File: config.mk
export PLATFORM = sky130hd
export DESIGN_NAME = imutf_cfg
export DESIGN_NICKNAME = d
export VERILOG_FILES = /design/src/hdl/imutf_pkg.sv /design/src/hdl/imutf_pkg_unused_guard.sv
export SDC_FILE = /design/constraint.sdc
export NUM_CORES = 1
export LEC_CHECK = 0
export BUFFER_PORTS_ARGS = -buffer_cell sky130_fd_sc_hd__buf_4
export CORE_ASPECT_RATIO = 1.75
export CORE_MARGIN = 8
export CORE_UTILIZATION = 55
export DETAILED_ROUTE_END_ITERATION = 16
export PLACE_DENSITY = 0.95
export SLEW_MARGIN = 25
export SYNTH_ARGS = -nofsm -noshare
export SYNTH_HDL_FRONTEND = slang
export SYNTH_SLANG_ARGS = --single-unit
File: constraint.sdc
create_clock -name clk -period 3.67 [get_ports clk]
set_clock_uncertainty 0.2 [all_clocks]
set_input_delay 0 -clock clk [delete_from_list [all_inputs] [get_ports clk]]
set_output_delay 0 -clock clk [all_outputs]
set_load 0.01 [all_outputs]
File: src/hdl/imutf_pkg.sv
// ----------------------------------------------------------------------------
// imutf_pkg: shared types and constants of the IMU tilt filter
// Item and result structs, register indexes, engine states and the
// CORDIC arctangent table.
// ----------------------------------------------------------------------------
package imutf_pkg;

  localparam int CordicIterationsDefault = 16;
  localparam int AtanLen                 = 24;
  localparam int QueueDepthDefault       = 2;

  localparam logic [19:0] GyroScaleReset  = 20'd128070;
  localparam logic [16:0] GyroWeightReset = 17'd62915;

  // One input beat
  typedef struct packed {
    logic signed [15:0] accel_x;
    logic signed [15:0] accel_y;
    logic signed [15:0] accel_z;
    logic signed [15:0] rate_x;
    logic signed [15:0] rate_y;
    logic signed [15:0] rate_z;
    logic        [31:0] timestamp_ms;
  } in_item_t;

  // One result beat
  typedef struct packed {
    logic signed [31:0] roll;
    logic signed [31:0] pitch;
    logic signed [31:0] yaw;
    logic        [31:0] elapsed_ms;
  } out_item_t;

  // Sample as queued between front and back: raw axes plus elapsed time
  typedef struct packed {
    logic signed [15:0] accel_x;
    logic signed [15:0] accel_y;
    logic signed [15:0] accel_z;
    logic signed [15:0] rate_x;
    logic signed [15:0] rate_y;
    logic signed [15:0] rate_z;
    logic        [31:0] dt;
  } work_t;

  // Configuration seen by the back end
  typedef struct packed {
    logic signed [23:0] offset_roll;
    logic signed [23:0] offset_pitch;
    logic signed [24:0] offset_x;
    logic signed [24:0] offset_y;
    logic signed [24:0] offset_z;
    logic        [19:0] scale;
    logic        [16:0] weight;
  } cfg_t;

  typedef enum logic [2:0] {
    REG_ACCEL_OFFSET_ROLL  = 3'd0,
    REG_ACCEL_OFFSET_PITCH = 3'd1,
    REG_GYRO_OFFSET_X      = 3'd2,
    REG_GYRO_OFFSET_Y      = 3'd3,
    REG_GYRO_OFFSET_Z      = 3'd4,
    REG_GYRO_SCALE         = 3'd5,
    REG_GYRO_WEIGHT        = 3'd6
  } cfg_reg_t;

  typedef enum logic [3:0] {
    BK_IDLE,
    BK_PREP_MUL,
    BK_PREP_ADD,
    BK_PREP_DT,
    BK_PREP_DIV,
    BK_RUN,
    BK_ANGLE,
    BK_BLEND,
    BK_OUT
  } back_state_t;

  // atan(2^-i) in 1/65536 degree
  function automatic logic [22:0] atan_entry(input logic [4:0] i);
    logic [22:0] v;
    unique case (i)
      5'd0:    v = 23'd2949120;
      5'd1:    v = 23'd1740967;
      5'd2:    v = 23'd919879;
      5'd3:    v = 23'd466945;
      5'd4:    v = 23'd234379;
      5'd5:    v = 23'd117304;
      5'd6:    v = 23'd58666;
      5'd7:    v = 23'd29335;
      5'd8:    v = 23'd14668;
      5'd9:    v = 23'd7334;
      5'd10:   v = 23'd3667;
      5'd11:   v = 23'd1833;
      5'd12:   v = 23'd917;
      5'd13:   v = 23'd458;
      5'd14:   v = 23'd229;
      5'd15:   v = 23'd115;
      5'd16:   v = 23'd57;
      5'd17:   v = 23'd29;
      5'd18:   v = 23'd14;
      5'd19:   v = 23'd7;
      5'd20:   v = 23'd4;
      5'd21:   v = 23'd2;
      5'd22:   v = 23'd1;
      default: v = 23'd0;
    endcase
    return v;
  endfunction

endpackage

File: src/hdl/imutf_pkg_unused_guard.sv
// ----------------------------------------------------------------------------
// imutf_cfg: configuration register bank
// Holds offsets, gyro scale and blend weight written through the
// plain write port.
// ----------------------------------------------------------------------------
module imutf_cfg (
  input  logic            clk,
  input  logic            rst,
  input  logic            wr_en,
  input  logic [2:0]      wr_index,
  input  logic [24:0]     wr_data,
  output imutf_pkg::cfg_t cfg
);
  import imutf_pkg::*;

  // write one register; unknown indexes are dropped
  always_ff @(posedge clk) begin
    if (rst) begin
      cfg.offset_roll  <= '0;
      cfg.offset_pitch <= '0;
      cfg.offset_x     <= '0;
      cfg.offset_y     <= '0;
      cfg.offset_z     <= '0;
      cfg.scale        <= GyroScaleReset;
      cfg.weight       <= GyroWeightReset;
    end else if (wr_en) begin
      case (wr_index)
        REG_ACCEL_OFFSET_ROLL:  cfg.offset_roll  <= wr_data[23:0];
        REG_ACCEL_OFFSET_PITCH: cfg.offset_pitch <= wr_data[23:0];
        REG_GYRO_OFFSET_X:      cfg.offset_x     <= wr_data;
        REG_GYRO_OFFSET_Y:      cfg.offset_y     <= wr_data;
        REG_GYRO_OFFSET_Z:      cfg.offset_z     <= wr_data;
        REG_GYRO_SCALE:         cfg.scale        <= wr_data[19:0];
        REG_GYRO_WEIGHT:        cfg.weight       <= wr_data[16:0];
        default: begin
        end
      endcase
    end
  end

endmodule

==> impl_metrics.tcl <==
set metrics [dict create \
    power.switching_mw 0.856 \
    wire_per_inst_um 20.4 \
    die_height_um 158 \
    cp_common_cell "buf_4" \
    stdcell_count 918 \
    clock_latency_ns 0.41 \
    total_power_mw 3.83 \
    synth_seq_area_share_pct 50.7 \
    cts-htree-levels 4 \
    initial_core_util_pct 55.5 \
    clock_path_buffers 2 \
    antenna_found_initial 0 \
    required_ns 3.74 \
    hold_slack_ns 0.0182 \
    yosys_warnings 0 \
    power_frac_clock_pct 44.6 \
    cts_tree "done" \
    syn_nets 604 \
    netlist_area_sq_um 6320 \
    port_buffers 190 \
    setup_tns_ns 0 \
    synth_cell_type_count 17 \
    cp_slowest_stage_delay_ns 0.79 \
    clockRootBuffer "clkbuf_16" \
    cpMaxStageDelayCell "nand4b_1" \
    grt_pass1_vias 5351 \
    placed_cells 859 \
    first_pass_iters 4 \
    maxCapViolCount 0 \
    die_w_um 97.0 \
    end_kind "flop" \
    drv_slew 0 \
    grt_overflow_total 0 \
    post_cts_buffers 0 \
    status "complete, no violations" \
    finalSetupViolations 0 \
    syn_avg_cell_area_sq_um 11.0 \
    rsz0062_at_grt "false" \
    finalCritPeriodShare_pct 57.8 \
    syn-instance-count 573 \
    hold_viol_final 0 \
    vias 4928 \
    max-slew-margin-rel_pct 30.0 \
    numCtsBuffers 17 \
    die_area_sq_um 15300 \
    sequentialPowerShare_pct 47.1 \
    max_freq_ghz 0.472 \
    fin_crit_ns 2.12 \
    combPwrFrac_pct 8.3 \
    worstPathCellList "dlygate4sd3_1 > buf_4 > nand4b_1 > buf_4 > mux2i_1" \
    hold_class "input pin to flop" \
    top_regs "cfg x160" \
    coreArea_sq_um 11400 \
    wl_mm 18.8 \
    leakagePower_nw 4.31 \
    num_antenna_cells 0 \
    place_hpwl_mm 13.0 \
    nFillCells 716 \
    drt-initial-drc-count 211 \
    final_core_util_pct 75.6 \
    grt_max_degree 151 \
    clock_sinks 160 \
    nets 803 \
    intPower_mw 2.97 \
    drive_gt1_share_pct 29.1 \
    final_cell_mix "195 x buf_4, 166 x nand2b_1, 160 x mux2i_1, 160 x dfxtp_1, 31 x nor2_1" \
    path_buf_inv 3 \
    cp.arrival_ns 2.19 \
    power.density_nw_per_um2 445 \
    switching_share_pct 22.4 \
    largest_reg_flops 160 \
    crit_path_max_fanout 14 \
    clkTransAtPathRegs_ns 0.06 \
    ir_drop_uv 406 \
    cp_top_family "buffers and inverters" \
    ctsResizeCount 0 \
    ys_ff_latch 160 \
    drc 0 \
    tightest_slew_ns 1.04 \
    grt_usage_pct 24.1 \
    io_pins 191 \
    startpoint_type "input pin" \
    regMostFlops "cfg" \
    ant_nets 0 \
    avgViaCountPerCell 5.37 \
    syn_to_final_growth_pct 36.2 \
    critPathKind "input pin to flop" \
    grt_pass1_wl_mm 29.1 \
    rows 52 \
    final_common_cell "buf_4" \
    gp_congestion 0.850 \
]
[cell usage after synthesis]
| library cell | instances | area share [%] |
|---|---|---|
| or4b_1 | 1 | 0.16 |
| nand4bb_1 | 3 | 0.53 |
| and4bb_1 | 1 | 0.20 |
| nand4b_1 | 3 | 0.42 |
| mux2i_1 | 160 | 25 |
| nor4b_1 | 1 | 0.14 |
| nand2b_1 | 166 | 16 |
| clkbuf_2 | 2 | 0.16 |
| dfxtp_1 | 160 | 51 |
| clkbuf_1 | 21 | 1.2 |
| and4b_1 | 1 | 0.16 |
| buf_2 | 12 | 0.95 |
| buf_6 | 2 | 0.36 |
| buf_4 | 7 | 0.83 |
| buf_12 | 1 | 0.32 |
| and4bb_2 | 1 | 0.20 |
| nor2_1 | 31 | 1.8 |
[final cells by class]
cell class	count	area, sq um	share of cell area, %
sequential	160	3200	37.2
timing repair buffer	225	1770	20.5
clock inverter	9	109	1.27
multi-input combinational	368	2900	33.7
clock buffer	21	460	5.35
tap	135	169	1.96
[power groups by stage]
stage	combinational (mW)	sequential, mW	clock (mW)
floorplan	0.146	1.85	0
global placement	0.281	1.84	0
detailed placement	0.289	1.84	0
CTS	0.315	1.80	1.72
global route	0.336	1.80	1.81
finish	0.317	1.80	1.71
[layer usage]
metal  global-route usage (%)  vias up  wire [um]
met5                        0        -          0
li1                         -     2287          -
met4                     14.6        0        875
met3                     6.51       49        997
met2                     43.3      185       9920
met1                     24.2     2407       6970
[metrics by stage]
stage | cell area [sq um] | setup slack [ns]
2_1_floorplan | 6320 | 2.42
3_3_place_gp | 7730 | 1.81
3_5_place_dp | 7730 | 1.76
4_1_cts | 8590 | 1.60
5_1_grt | 8600 | 1.49
6_report | 8600 | 1.55
[repair_timing]
item | in CTS | in global routing
hold buffers | 29 | 0
endpoints found under the setup margin | 0 | 0
endpoints found under the hold margin | 160 | 0
[worst register-to-register path, cell delays in order (launching register included)]
cell and delay (ns):
dfxtp_1 0.36, nand2b_1 0.07, mux2i_1 0.19
[final timing paths]
check                                  from  endpoint  slack, ns  cells past startpoint
worst max register to register      cfg[28]   cfg[28]       2.75                      2
worst min-delay path                    rst   cfg[33]       0.02                      3
worst max-delay path            wr_index[2]   cfg[85]       1.55                      5
worst min register to register     cfg[144]  cfg[144]       0.27                      2
[logic make-up (layout without fill, tap and decap cells)]
family | count (synthesis) | count (layout) | synth area share [%]
mux | 160 | 160 | 25.4
flops | 160 | 160 | 50.7
simple gates | 208 | 208 | 20.1
buf+inv | 45 | 255 | 3.86
No activity file was read; power rests on OpenSTA's default activity.
