==> config.mk <==
export PLATFORM = sky130hd
export DESIGN_NAME = imutf_front
export DESIGN_NICKNAME = d
export VERILOG_FILES = /design/src/hdl/imutf_pkg.sv /design/src/hdl/imutf_front.sv
export SDC_FILE = /design/constraint.sdc
export NUM_CORES = 1
export LEC_CHECK = 0
export BUFFER_PORTS_ARGS = -buffer_cell sky130_fd_sc_hd__buf_2
export CORE_MARGIN = 4
export CORE_UTILIZATION = 42
export DETAILED_ROUTE_END_ITERATION = 6
export PLACE_DENSITY = 0.8
export SLEW_MARGIN = 20
export SYNTH_ARGS = -nofsm -noshare
export SYNTH_HDL_FRONTEND = slang
export SYNTH_SLANG_ARGS = --single-unit
==> constraint.sdc <==
create_clock -name clk -period 3.3 [get_ports clk]
set_clock_uncertainty 0.15 [all_clocks]
set_input_delay 0.495 -clock clk [delete_from_list [all_inputs] [get_ports clk]]
set_output_delay 0.495 -clock clk [all_outputs]
set_load 0.05 [all_outputs]
==> src/hdl/imutf_pkg.sv <==
// ----------------------------------------------------------------------------
// imutf_pkg: shared types and constants of the IMU tilt filter
// Item and result structs, register indexes, engine states and the
// CORDIC arctangent table.
// ----------------------------------------------------------------------------
package imutf_pkg;

  localparam int CordicIterationsDefault = 16;
  localparam int AtanLen                 = 24;
  localparam int QueueDepthDefault       = 2;

  localparam logic [19:0] GyroScaleReset  = 20'd128070;
  localparam logic [16:0] GyroWeightReset = 17'd62915;

  // One input beat
  typedef struct packed {
    logic signed [15:0] accel_x;
    logic signed [15:0] accel_y;
    logic signed [15:0] accel_z;
    logic signed [15:0] rate_x;
    logic signed [15:0] rate_y;
    logic signed [15:0] rate_z;
    logic        [31:0] timestamp_ms;
  } in_item_t;

  // One result beat
  typedef struct packed {
    logic signed [31:0] roll;
    logic signed [31:0] pitch;
    logic signed [31:0] yaw;
    logic        [31:0] elapsed_ms;
  } out_item_t;

  // Sample as queued between front and back: raw axes plus elapsed time
  typedef struct packed {
    logic signed [15:0] accel_x;
    logic signed [15:0] accel_y;
    logic signed [15:0] accel_z;
    logic signed [15:0] rate_x;
    logic signed [15:0] rate_y;
    logic signed [15:0] rate_z;
    logic        [31:0] dt;
  } work_t;

  // Configuration seen by the back end
  typedef struct packed {
    logic signed [23:0] offset_roll;
    logic signed [23:0] offset_pitch;
    logic signed [24:0] offset_x;
    logic signed [24:0] offset_y;
    logic signed [24:0] offset_z;
    logic        [19:0] scale;
    logic        [16:0] weight;
  } cfg_t;

  typedef enum logic [2:0] {
    REG_ACCEL_OFFSET_ROLL  = 3'd0,
    REG_ACCEL_OFFSET_PITCH = 3'd1,
    REG_GYRO_OFFSET_X      = 3'd2,
    REG_GYRO_OFFSET_Y      = 3'd3,
    REG_GYRO_OFFSET_Z      = 3'd4,
    REG_GYRO_SCALE         = 3'd5,
    REG_GYRO_WEIGHT        = 3'd6
  } cfg_reg_t;

  typedef enum logic [3:0] {
    BK_IDLE,
    BK_PREP_MUL,
    BK_PREP_ADD,
    BK_PREP_DT,
    BK_PREP_DIV,
    BK_RUN,
    BK_ANGLE,
    BK_BLEND,
    BK_OUT
  } back_state_t;

  // atan(2^-i) in 1/65536 degree
  function automatic logic [22:0] atan_entry(input logic [4:0] i);
    logic [22:0] v;
    unique case (i)
      5'd0:    v = 23'd2949120;
      5'd1:    v = 23'd1740967;
      5'd2:    v = 23'd919879;
      5'd3:    v = 23'd466945;
      5'd4:    v = 23'd234379;
      5'd5:    v = 23'd117304;
      5'd6:    v = 23'd58666;
      5'd7:    v = 23'd29335;
      5'd8:    v = 23'd14668;
      5'd9:    v = 23'd7334;
      5'd10:   v = 23'd3667;
      5'd11:   v = 23'd1833;
      5'd12:   v = 23'd917;
      5'd13:   v = 23'd458;
      5'd14:   v = 23'd229;
      5'd15:   v = 23'd115;
      5'd16:   v = 23'd57;
      5'd17:   v = 23'd29;
      5'd18:   v = 23'd14;
      5'd19:   v = 23'd7;
      5'd20:   v = 23'd4;
      5'd21:   v = 23'd2;
      5'd22:   v = 23'd1;
      default: v = 23'd0;
    endcase
    return v;
  endfunction

endpackage

==> src/hdl/imutf_front.sv <==
// ----------------------------------------------------------------------------
// imutf_front: sample intake
// Takes an input beat, works out the elapsed time from the previous
// timestamp and queues the sample for the back end.
// ----------------------------------------------------------------------------
module imutf_front (
  input  logic                clk,
  input  logic                rst,
  input  logic                push,
  input  imutf_pkg::in_item_t in_item,
  output logic                full,
  input  logic                q_full,
  output logic                q_wr,
  output imutf_pkg::work_t    q_wdata
);
  import imutf_pkg::*;

  logic [31:0] last_time;

  assign full = q_full;
  assign q_wr = push && !q_full;

  // classify: raw axes pass on, timestamp turns into elapsed time
  always_comb begin
    q_wdata.accel_x = in_item.accel_x;
    q_wdata.accel_y = in_item.accel_y;
    q_wdata.accel_z = in_item.accel_z;
    q_wdata.rate_x  = in_item.rate_x;
    q_wdata.rate_y  = in_item.rate_y;
    q_wdata.rate_z  = in_item.rate_z;
    q_wdata.dt      = in_item.timestamp_ms - last_time;
  end

  // hold the last accepted timestamp
  always_ff @(posedge clk) begin
    if (rst) begin
      last_time <= '0;
    end else if (q_wr) begin
      last_time <= in_item.timestamp_ms;
    end
  end

endmodule

==> flow_metrics.env <==
export IMPL_pre_cts_ws_ps=-164
export IMPL_largest_register_ffs=32
export IMPL_antenna_found_initial=0
export IMPL_worst_endpoint_arrival_ps=2710
export IMPL_cellInternalPower_mw=1.04
export IMPL_cts_buffer_depth=2
export IMPL_clock_insertion_delay_worst_skew_ps=280
export IMPL_worst_setup_path_end_kind="output pin"
export IMPL_finalNetCount=679
export IMPL_dpl_instance_area_sq_um=3730
export IMPL_finalWorstSetupSlack_ps=-57.2
export IMPL_final_replace_weighted_congestion=0.930
export IMPL_die_height_microns=101
export IMPL_grt_pass1_vias=3280
export IMPL_worst_ep_required_time_ps=2650
export IMPL_p_sw_uw=821
export IMPL_area_growth_from_synthesis_to_layout_pct=15.8
export IMPL_cts_root_buffer_cell="clkbuf_8"
export IMPL_final_period_minus_worst_setup_slack_ps=3360
export IMPL_grt_ovfl_total=0
export IMPL_worst_margin_pin_slew_ps=630
export IMPL_ys_async_sr_fraction_pct=0
export IMPL_post_drt_wl_per_cell_microns=16.1
export IMPL_synth_seq_area_share_pct=17.5
export IMPL_status="finished with violations"
export IMPL_yosys_cell_types_count=51
export IMPL_placement_io_buffers=69
export IMPL_drt_drc_violations_left=0
export IMPL_cts_htree_levels=2
export IMPL_power_sequential_fraction_pct=22.2
export IMPL_synthesis_yosys_warnings=0
export IMPL_crit_type="reg2out"
export IMPL_floorplan_initialDensity_pct=43.8
export IMPL_switching_share_pct=44.1
export IMPL_core_region_area_sq_um=8340
export IMPL_critPathLaunchType="flip-flop"
export IMPL_synth_top_area_share_pct=19.9
export IMPL_cellLeakagePower_nw=1.78
export IMPL_ios=262
export IMPL_rsz_0062_raised_after_global_routing="yes"
export IMPL_power_ir_vdd_worst_mv=0.296
export IMPL_share_clk_of_total_power_pct=23.0
export IMPL_dieWidth_microns=101
export IMPL_power_density_nw_per_um2=440
export IMPL_cts_tree="done"
export IMPL_cts_clk_slew_worst_paths_ps=80
export IMPL_postCtsHoldBufs=0
export IMPL_largest_registers="last_time: 32 flops"
export IMPL_yosys_top_cells_area="buf_4, dfxtp_1, ha_1"
export IMPL_min_delay_path_class="reg2reg"
export IMPL_slew_violations=0
export IMPL_fraction_of_final_layout_cells_with_drive_strength_greater_than_1_pct=37.4
export IMPL_cap_violations=0
export IMPL_finalPower_mw=1.86
export IMPL_period_share_pct=102
export IMPL_first_iter_violations=98
export IMPL_ys_dominant_reg_cell="dfxtp_1"
export IMPL_number_of_synthesized_flops_with_an_enable_pin=0
export IMPL_slew_limit_headroom_pct=58.0
export IMPL_n_antenna_cell=0
export IMPL_row_count=33
export IMPL_dr_total_vias=3386
export IMPL_postSynthCellCount=508
export IMPL_finalSetupTns_ps=-111
export IMPL_synth_top_area_cell="buf_4"
export IMPL_yosys_register_bits=32
export IMPL_floorplan_die_area_sq_um=10300
export IMPL_synthesis_area_per_instance_sq_um=7.19
export IMPL_cts_inserted_buffers=5
export IMPL_comb_power_share_pct=54.8
export IMPL_max_flop_register="last_time"
export IMPL_routed_wirelength_microns=10000
export IMPL_hpwlAfterDp_microns=7450
export IMPL_via_per_inst=5.45
export IMPL_design_area_sq_um=4230
export IMPL_number_of_nets_in_the_synthesized_netlist=672
export IMPL_timing_final_setup_violations=3
export IMPL_timing_hold_violations_final=0
export IMPL_route_antenna_remaining_nets=0
export IMPL_netlist_area_sq_um=3650
export IMPL_overall_routing_resource_usage_pct=17.9
export IMPL_grt_max_degree=33
export IMPL_violations="setup timing"
export IMPL_first_pass_iters=4
export IMPL_first_pass_grt_wire_length_microns=15100
export IMPL_achievable_frequency_mhz=298
export IMPL_cp_max_fo=3
export IMPL_cts_sink_count=32
==> placed cells by master (no fill, tap or decap), types with 7 or more instances in the layout <==
cell type and n:
nand2_1 91, a21oi_1 57, buf_2 55, buf_4 51
inv_1 32, dfxtp_1 21, ha_1 17, nor2_1 15
a21o_1 12, xnor2_1 12, ha_4 12, dfxtp_2 10
inv_2 8, nand4_1 7, o21bai_1 7, clkbuf_8 7
==> synth_stat cells, types with 2 or more instances <==
| cell | count |
|---|---|
| o2111ai_1 | 3 |
| xnor2_1 | 15 |
| dfxtp_1 | 32 |
| clkbuf_1 | 14 |
| nand2b_1 | 5 |
| o211ai_1 | 2 |
| buf_1 | 2 |
| o21a_1 | 5 |
| a21o_1 | 12 |
| a21oi_1 | 60 |
| nand4_1 | 7 |
| nand2_1 | 93 |
| buf_4 | 97 |
| o21bai_1 | 7 |
| and3_1 | 3 |
| o21ai_1 | 5 |
| ha_1 | 31 |
| a2111oi_0 | 2 |
| o31ai_1 | 2 |
| nor2_1 | 17 |
| o41ai_2 | 2 |
| nor3_1 | 3 |
| nor2b_1 | 3 |
| xor2_1 | 12 |
| inv_1 | 40 |
| o21ai_0 | 9 |
==> what timing repair did <==
item                                    CTS  global route
endpoints found under the setup margin   13            19
resized for setup                        28            55
pin swaps                                 7            17
setup buffers                             1             5
cloned                                    0             0
==> kinds of logic after synthesis <==
kind of cell / Yosys count / synth area share [%]
buf+inv: 154 / 25.8
simple gates: 134 / 15.4
xor+xnor: 27 / 6.47
compound gates: 129 / 23.6
fa+ha+maj: 32 / 11.2
flops: 32 / 17.5
==> metrics by stage <==
step                utilization [%]  hold WS, ps  cells
floorplan                         -          280    508
global placement               44.8          292    607
detailed placement             44.8          297    607
CTS                            48.0          298    616
global route                   50.8          303    621
finish                         50.8          304    621
==> cell type report <==
type | instances | area, sq um
Clock inverter | 1 | 30.0
Fill cell | 770 | 4110
Tap cell | 105 | 131
Timing Repair Buffer | 114 | 741
Sequential cell | 32 | 657
Inverter | 40 | 150
Clock buffer | 7 | 96.3
Multi-Input combinational cell | 322 | 2430
==> power by group through the flow <==
stage,Sequential [mW],Combinational [mW],Clock [mW]
detailed placement,0.422,0.909,0
finish,0.414,1.02,0.429
floorplan,0.420,0.973,0
global route,0.416,1.09,0.454
CTS,0.413,0.960,0.438
global placement,0.421,0.897,0
==> critical path: stages (launching register included) <==
cell and delay (ps):
dfxtp_2 340, inv_2 40, ha_4 210, a21o_1 150
a21o_1 160, a221o_1 370, a31o_4 240, buf_4 140
a21oi_2 240, o31ai_2 100, buf_4 150, xor2_2 120
buf_6 170
==> path summary, 6_finish.rpt <==
path / from / to / slack (ps) / cells past startpoint
worst max-delay path: last_time[11] / q_wdata[26] / -60 / 12
worst min-delay path: last_time[9] / last_time[9] / 300 / 2
worst max register to register: last_time[4] / last_time[4] / 2460 / 3
worst min register to register: last_time[9] / last_time[9] / 300 / 2
==> layer usage <==
layer  global-route usage, %  routed length [microns]
met4                    8.79                      408
met2                    30.7                     5000
met5                       0                        0
met3                    4.27                      775
met1                    20.7                     3840
Note: power is estimated with default switching activity, not from simulation.
