--- src/hdl/imutf_pkg.sv ---
// ----------------------------------------------------------------------------
// imutf_pkg: shared types and constants of the IMU tilt filter
// Item and result structs, register indexes, engine states and the
// CORDIC arctangent table.
// ----------------------------------------------------------------------------
package imutf_pkg;

  localparam int CordicIterationsDefault = 16;
  localparam int AtanLen                 = 24;
  localparam int QueueDepthDefault       = 2;

  localparam logic [19:0] GyroScaleReset  = 20'd128070;
  localparam logic [16:0] GyroWeightReset = 17'd62915;

  // One input beat
  typedef struct packed {
    logic signed [15:0] accel_x;
    logic signed [15:0] accel_y;
    logic signed [15:0] accel_z;
    logic signed [15:0] rate_x;
    logic signed [15:0] rate_y;
    logic signed [15:0] rate_z;
    logic        [31:0] timestamp_ms;
  } in_item_t;

  // One result beat
  typedef struct packed {
    logic signed [31:0] roll;
    logic signed [31:0] pitch;
    logic signed [31:0] yaw;
    logic        [31:0] elapsed_ms;
  } out_item_t;

  // Sample as queued between front and back: raw axes plus elapsed time
  typedef struct packed {
    logic signed [15:0] accel_x;
    logic signed [15:0] accel_y;
    logic signed [15:0] accel_z;
    logic signed [15:0] rate_x;
    logic signed [15:0] rate_y;
    logic signed [15:0] rate_z;
    logic        [31:0] dt;
  } work_t;

  // Configuration seen by the back end
  typedef struct packed {
    logic signed [23:0] offset_roll;
    logic signed [23:0] offset_pitch;
    logic signed [24:0] offset_x;
    logic signed [24:0] offset_y;
    logic signed [24:0] offset_z;
    logic        [19:0] scale;
    logic        [16:0] weight;
  } cfg_t;

  typedef enum logic [2:0] {
    REG_ACCEL_OFFSET_ROLL  = 3'd0,
    REG_ACCEL_OFFSET_PITCH = 3'd1,
    REG_GYRO_OFFSET_X      = 3'd2,
    REG_GYRO_OFFSET_Y      = 3'd3,
    REG_GYRO_OFFSET_Z      = 3'd4,
    REG_GYRO_SCALE         = 3'd5,
    REG_GYRO_WEIGHT        = 3'd6
  } cfg_reg_t;

  typedef enum logic [3:0] {
    BK_IDLE,
    BK_PREP_MUL,
    BK_PREP_ADD,
    BK_PREP_DT,
    BK_PREP_DIV,
    BK_RUN,
    BK_ANGLE,
    BK_BLEND,
    BK_OUT
  } back_state_t;

  // atan(2^-i) in 1/65536 degree
  function automatic logic [22:0] atan_entry(input logic [4:0] i);
    logic [22:0] v;
    unique case (i)
      5'd0:    v = 23'd2949120;
      5'd1:    v = 23'd1740967;
      5'd2:    v = 23'd919879;
      5'd3:    v = 23'd466945;
      5'd4:    v = 23'd234379;
      5'd5:    v = 23'd117304;
      5'd6:    v = 23'd58666;
      5'd7:    v = 23'd29335;
      5'd8:    v = 23'd14668;
      5'd9:    v = 23'd7334;
      5'd10:   v = 23'd3667;
      5'd11:   v = 23'd1833;
      5'd12:   v = 23'd917;
      5'd13:   v = 23'd458;
      5'd14:   v = 23'd229;
      5'd15:   v = 23'd115;
      5'd16:   v = 23'd57;
      5'd17:   v = 23'd29;
      5'd18:   v = 23'd14;
      5'd19:   v = 23'd7;
      5'd20:   v = 23'd4;
      5'd21:   v = 23'd2;
      5'd22:   v = 23'd1;
      default: v = 23'd0;
    endcase
    return v;
  endfunction

endpackage

--- src/hdl/imutf_fifo.sv ---
// ----------------------------------------------------------------------------
// imutf_fifo: short sample queue between front and back
// Flip-flop queue with registered entries and a fill count.
// ----------------------------------------------------------------------------
module imutf_fifo #(
  parameter int DEPTH = imutf_pkg::QueueDepthDefault
) (
  input  logic             clk,
  input  logic             rst,
  input  logic             wr,
  input  imutf_pkg::work_t wdata,
  input  logic             rd,
  output imutf_pkg::work_t rdata,
  output logic             q_full,
  output logic             q_empty
);
  import imutf_pkg::*;

  localparam int AW = (DEPTH > 1) ? $clog2(DEPTH) : 1;

  work_t           mem [DEPTH];
  logic [AW-1:0]   wptr;
  logic [AW-1:0]   rptr;
  logic [AW:0]     count;

  assign q_full  = (count == (AW+1)'(DEPTH));
  assign q_empty = (count == '0);
  assign rdata   = mem[rptr];

  // advance pointers and count
  always_ff @(posedge clk) begin
    if (rst) begin
      wptr  <= '0;
      rptr  <= '0;
      count <= '0;
    end else begin
      if (wr) begin
        wptr <= (wptr == AW'(DEPTH - 1)) ? '0 : wptr + 1'b1;
      end
      if (rd) begin
        rptr <= (rptr == AW'(DEPTH - 1)) ? '0 : rptr + 1'b1;
      end
      count <= count + (AW+1)'(wr) - (AW+1)'(rd);
    end
  end

  // store the incoming sample
  always_ff @(posedge clk) begin
    if (wr) begin
      mem[wptr] <= wdata;
    end
  end

endmodule

--- config.mk ---
export PLATFORM = sky130hd
export DESIGN_NAME = imutf_fifo
export DESIGN_NICKNAME = d
export VERILOG_FILES = /design/src/hdl/imutf_pkg.sv /design/src/hdl/imutf_fifo.sv
export SDC_FILE = /design/constraint.sdc
export NUM_CORES = 1
export LEC_CHECK = 0
export ABC_AREA = 0
export BUFFER_PORTS_ARGS = -buffer_cell sky130_fd_sc_hd__buf_2
export CAP_MARGIN = 10
export CORE_ASPECT_RATIO = 0.9
export CORE_MARGIN = 3
export CORE_UTILIZATION = 31
export DETAILED_ROUTE_END_ITERATION = 6
export HOLD_SLACK_MARGIN = 0.08
export SYNTH_ARGS = -nofsm -noshare
export SYNTH_HDL_FRONTEND = slang
export SYNTH_SLANG_ARGS = --single-unit
export TNS_END_PERCENT = 1
--- constraint.sdc ---
create_clock -name clk -period 9.9 [get_ports clk]
set_input_delay 1.98 -clock clk [delete_from_list [all_inputs] [get_ports clk]]
set_output_delay 1.98 -clock clk [all_outputs]
set_load 0.02 [all_outputs]
==> results.toml, run 1 <==
[timing]
skew_ns = 0.01132
fin_crit_ns = 5.000
slew_violations = 0
max_freq_mhz = 200.0
hold_violations = 0
rsz0062_at_grt = "no"
setup_viol = 0
post-route-period-util_pct = 50.51
slew_headroom_pct = 18.37
timing.setup.tns_ns = 0
max_slew.worst_pin.slew_ns = 1.224

[clocking]
path_clk_slew_ns = 0.06
clockBufferDepth = 3
cts.sinks = 261
ctsHoldBuffers = 0
h-tree-depth = 1
post-cts-setup-buffers = 0
cts_tree = "built"
cts-resized-gates = 0
clock-root-buffer = "clkbuf_16"
clock_latency_ns = 0.54
numCtsBuffers = 28

[cells_and_area]
final_cells = 1126
area_delta_synth_final_pct = 26.93
final_common_cell = "buf_2"
layout_common_cells = "buf_2, edfxtp_1, mux2_2"
drive_gt1_share_pct = 60.53
final_nets = 834

[placement]
place_congestion = 0.6813
hpwl_um = 11730
dpl.cell_count = 1073
io_buffers = 261

[floorplanning]
core-area_um2 = 30100
io_pins = 262
start_util_pct = 31.63
dieArea_um2 = 32860
row_count = 60
fp.dieH_um = 172.3
fp.dieW_um = 190.8

[power_and_ir_drop]
irDropWorstVdd_uv = 153.0
p_leak_nw = 4.469
powerDensity_nw_per_um2 = 215.3

[synthesis]
yosysSeqAreaShare_pct = 81.78
synth_cells = 419
synth_fp_nets = 553
netlist_area_um2 = 9523
syn_avg_cell_area_um2 = 22.73
synth_cell_types = 12
ys_ff_latch = 261
yosysWarnings = 0

[critical_path]
cp-start-kind = "flip-flop"
path_delay_family = "buffers and inverters"
cpPeakStageDelay_ns = 0.87
crit_path_end_kind = "output pin"
critPathArrivalTime_ns = 3.02
crit_buf_inv = 2
cp.required_ns = 7.92
critPathSlowestCell = "buf_4"
path_max_fanout = 82
worstSetupPathType = "reg -> out"
path_cells = "buf_4 -> mux2_2 -> buf_2"

[routing]
vias_per_cell = 4.253
drtIter0Drc = 216
drt_wl_total_um = 18320
vias = 4789
drc_errors = 0
wl_per_cell_um = 16.27
antenna_left = 0
first_pass_iters = 4

[min_path]
hp-class = "reg -> reg"

[global_routing]
grt_pass1_wl_um = 27030
grt_max_degree = 83
grt_overflow = 0
grt_usage_pct = 10.53
grt_pass1_vias = 4926
antenna_found_initial = 0

[run_status]
run_status = "finished, final reports clean"

[run]
maxCapViolCount = 0
## worst reg2reg max path: cells and delay by family, from the launching register on
kind          cells  cell delay (ns)
buf+inv           1             0.88
flops             1             0.40
simple gates      1             0.71
## kinds of logic (layout without fill, tap and decap cells)
group / Yosys count / after routing / synth area share (%)
XOR/XNOR: 3 / 3 / 0.4205
adder cells (fa/ha/maj): 2 / 2 / 0.2627
buffers and inverters: 16 / 319 / 1.945
flip-flops: 261 / 261 / 81.78
multiplexers: 128 / 128 / 15.14
other: 0 / 1 / 0
AND/OR/NAND/NOR: 9 / 9 / 0.4599
## path summary, 6_finish.rpt
check	slack, ns	start	cells past startpoint	to
worst min-delay path	0.51	rptr	2	rptr
worst min register to register	0.51	rptr	2	rptr
worst max-delay path	4.90	flip-flop	3	rdata[25]
worst max register to register	7.43	wptr	2	mem[1][69]
## layer usage
metal	wire [µm]	GRT usage, %
met3	1700	4.135
met1	7449	13.18
met4	440	2.807
met2	8732	17.20
met5	0	0
## layout make-up
cell class                      count  area, µm²
Fill cell                        2782      18020
Clock inverter                     18      141.4
Sequential cell                   261       7791
Antenna cell                        1      2.502
Multi-Input combinational cell    142       1560
Tap cell                          403      504.2
Clock buffer                       34      744.5
Timing Repair Buffer              265       1336
Inverter                            2      7.507
## sequential cells by signal, summed over array words and instances (netlist names), named ones only
name	cells
count	2
mem	256
wptr	1
rptr	1
## synth_stat cells
cell	n	area [µm²]
edfxtp_1	256	7687
mux2_2	128	1441
clkbuf_8	8	110.1
buf_6	6	67.56
dfxtp_1	5	100.1
nor2_1	5	18.77
nor2b_1	3	18.77
ha_1	2	25.02
inv_1	2	7.510
xnor2_1	2	17.52
and2_1	1	6.260
xnor3_1	1	22.52
## through the flow
stage               instance area [µm²]  utilization (%)  total power, W  hold slack [ns]  worst slack [ns]
finish                            12090            40.15        0.002603           0.5143             4.900
global route                      12090            40.15        0.002723           0.5809             4.720
CTS                               12090            40.15        0.002650           0.5271             4.797
detailed placement                11200            37.20        0.001648           0.5114             5.406
global placement                  11200            37.20        0.001643           0.5013             5.390
floorplan                          9523                -        0.001543           0.4799             1.740
## power breakdown
part           internal (W)  total [W]  switching [W]
logic              0.000123   0.000305       0.000182
registers           0.00129    0.00131      0.0000211
clock network      0.000585   0.000985       0.000399
total               0.00200    0.00260       0.000603
(Power assumes the default switching activity.)
==> inputs of run 2 (changes only) <==
--- a/config.mk
+++ b/config.mk
@@ -5,7 +5,7 @@
 export SDC_FILE = /design/constraint.sdc
 export NUM_CORES = 1
 export LEC_CHECK = 0
-export ABC_AREA = 0
+export ABC_AREA = 1
 export BUFFER_PORTS_ARGS = -buffer_cell sky130_fd_sc_hd__buf_2
 export CAP_MARGIN = 10
 export CORE_ASPECT_RATIO = 0.9
==> constraint.sdc (replaced) <==
create_clock -name clk -period 4.85 [get_ports clk]
set_input_delay 0.97 -clock clk [delete_from_list [all_inputs] [get_ports clk]]
set_output_delay 0.97 -clock clk [all_outputs]
set_load 0.02 [all_outputs]
==> run 2 against run 1 <==
  * Final cell count grew 0.98%
  * Sequential cell count is the same
  * Cell area grew 0.55%
  * Die area is essentially flat
  * Sequential power grew 100%
  * First-iteration DRC count grew 0.46%
  * Clock skew shrank 0.0055 ns
  * Largest power group unchanged
==> results.toml, run 2 <==
[cells_and_area]
fill_cells = 2796
diodes = 0
final_nets = 847
top_register = "mem"
largest_reg_flops = 256
final_cells = 1137
largestRegisters = "mem: 256 flops, count: 2 flops"
area_delta_synth_final_pct = 27.53
final_common_cell = "buf_2"
layout_common_cells = "buf_2, edfxtp_1, mux2_2"
drive_gt1_share_pct = 59.40

[timing]
post-route-period-util_pct = 69.96
fin_crit_ns = 3.393
skew_ns = 0.005855
rsz0062_at_grt = "no"
slew_headroom_pct = 34.52
hold_violations = 0
setup_viol = 0
slew_violations = 0
timing.setup.tns_ns = 0
fin_ws_ns = 1.457
max_freq_mhz = 294.7
max_slew.worst_pin.slew_ns = 0.9822

[clocking]
clockBufferDepth = 3
ctsHoldBuffers = 0
cts_tree = "built"
numCtsBuffers = 28
path_clk_slew_ns = 0.06
cts.sinks = 261
clock-root-buffer = "clkbuf_16"
clock_latency_ns = 0.53
cts-resized-gates = 0
post-cts-setup-buffers = 0
h-tree-depth = 1

[critical_path]
worstSetupPathType = "reg -> out"
path_max_fanout = 52
cp.required_ns = 3.88
critPathArrivalTime_ns = 2.42
crit_path_end_kind = "output pin"
cp-start-kind = "flip-flop"

[global_routing]
grt_pass1_wl_um = 27850
antenna_found_initial = 2
grt_max_degree = 84
grt_pass1_vias = 5094
grt_overflow = 0
grt_usage_pct = 10.89

[floorplanning]
core-area_um2 = 30100
dieArea_um2 = 32890
fp.dieW_um = 190.8
fp.dieH_um = 172.3
row_count = 60
io_pins = 262
start_util_pct = 31.66

[synthesis]
synth_fp_nets = 563
yosysSeqAreaShare_pct = 81.71
synth-edff-count = 256
yosysWarnings = 0
postSynth.asyncResetShare_pct = 0
synth.most_common_cell = "edfxtp_1"
synth_cells = 429
yosysTopAreaCellShare_pct = 80.66
netlist_area_um2 = 9530
synth_common_cells = "edfxtp_1, mux2_2, clkbuf_8, inv_1, nor2_1"
synth.largest_area_cell = "edfxtp_1"
syn_avg_cell_area_um2 = 22.22
synth_area_leaders = "edfxtp_1, mux2_2, clkbuf_8, dfxtp_1, buf_6"
synth_cell_types = 13
ys.flop_type = "edfxtp_1"
ys_ff_latch = 261

[routing]
vias_per_cell = 4.292
antenna_left = 0
vias = 4880
drt_wl_total_um = 19160
wl_per_cell_um = 16.85
first_pass_iters = 4
drc_errors = 0
drtIter0Drc = 217

[power_and_ir_drop]
irDropWorstVdd_uv = 257.2
powerDensity_nw_per_um2 = 439.6
p_leak_nw = 4.518

[min_path]
hp-class = "reg -> reg"

[run_status]
run_status = "finished, final reports clean"

[placement]
io_buffers = 261
dpl.cell_count = 1086
place_congestion = 0.7400
hpwl_um = 12760
dp_slack_ns = 1.921

[run]
maxCapViolCount = 0
run 2: power breakdown:
group / internal [W] / switching (W)
clock: 0.00130 / 0.000805
combinational: 0.000234 / 0.000339
sequential: 0.00262 / 0.0000445
total: 0.00415 / 0.00119
run 2: cell type report:
type	count	area [µm²]	share of cell area, %
clock buffer	39	763.2	6.280
clock inverter	12	158.9	1.307
inverter	8	35.03	0.2882
multi-input combinational	146	1543	12.69
sequential	261	7791	64.10
tap	403	504.2	4.149
timing repair buffer	268	1359	11.18
run 2: worst max-delay path, stage by stage, from the launching register on:
cell,delay [ns]
dfxtp_4,0.79
buf_4,0.47
mux2_2,0.39
buf_2,0.16
run 2: final timing paths:
check / start / to / slack [ns] / depth (start not counted)
setup / recovery: flip-flop / rdata[83] / 1.46 / 3
hold / removal: rptr / rptr / 0.52 / 2
setup reg to reg: wptr / mem[1][11] / 2.88 / 3
hold reg to reg: rptr / rptr / 0.52 / 2
run 2: per-layer routing:
layer	GRT usage [%]	vias up	part of all wire (%)
li1	-	2264	-
met5	0	-	0.16
met2	18.23	177	48
met4	3.573	4	3.1
met1	13.00	2393	40
met3	4.217	42	8.7
run 2: cell families (layout without fill, tap and decap cells):
| logic type | Yosys count | count (layout) | share of synthesized area, % |
|---|---|---|---|
| flip-flops | 261 | 261 | 81.71 |
| multiplexers | 128 | 128 | 15.12 |
| buffers and inverters | 22 | 327 | 2.179 |
| AND/OR/NAND/NOR | 14 | 14 | 0.5775 |
| adder cells (fa/ha/maj) | 2 | 2 | 0.2625 |
| AO/OA/AOI/OAI | 1 | 1 | 0.05246 |
| XOR/XNOR | 1 | 1 | 0.09192 |
run 2: stage by stage:
| step | util [%] | instance area (µm²) | total power [W] | hold slack, ns |
|---|---|---|---|---|
| floorplan | - | 9533 | 0.003086 | 0.4799 |
| global route | 40.37 | 12150 | 0.005574 | 0.5793 |
| detailed placement | 37.31 | 11230 | 0.003294 | 0.5107 |
| global placement | 37.31 | 11230 | 0.003285 | 0.4944 |
| CTS | 40.37 | 12150 | 0.005441 | 0.5252 |
| finish | 40.37 | 12150 | 0.005343 | 0.5227 |
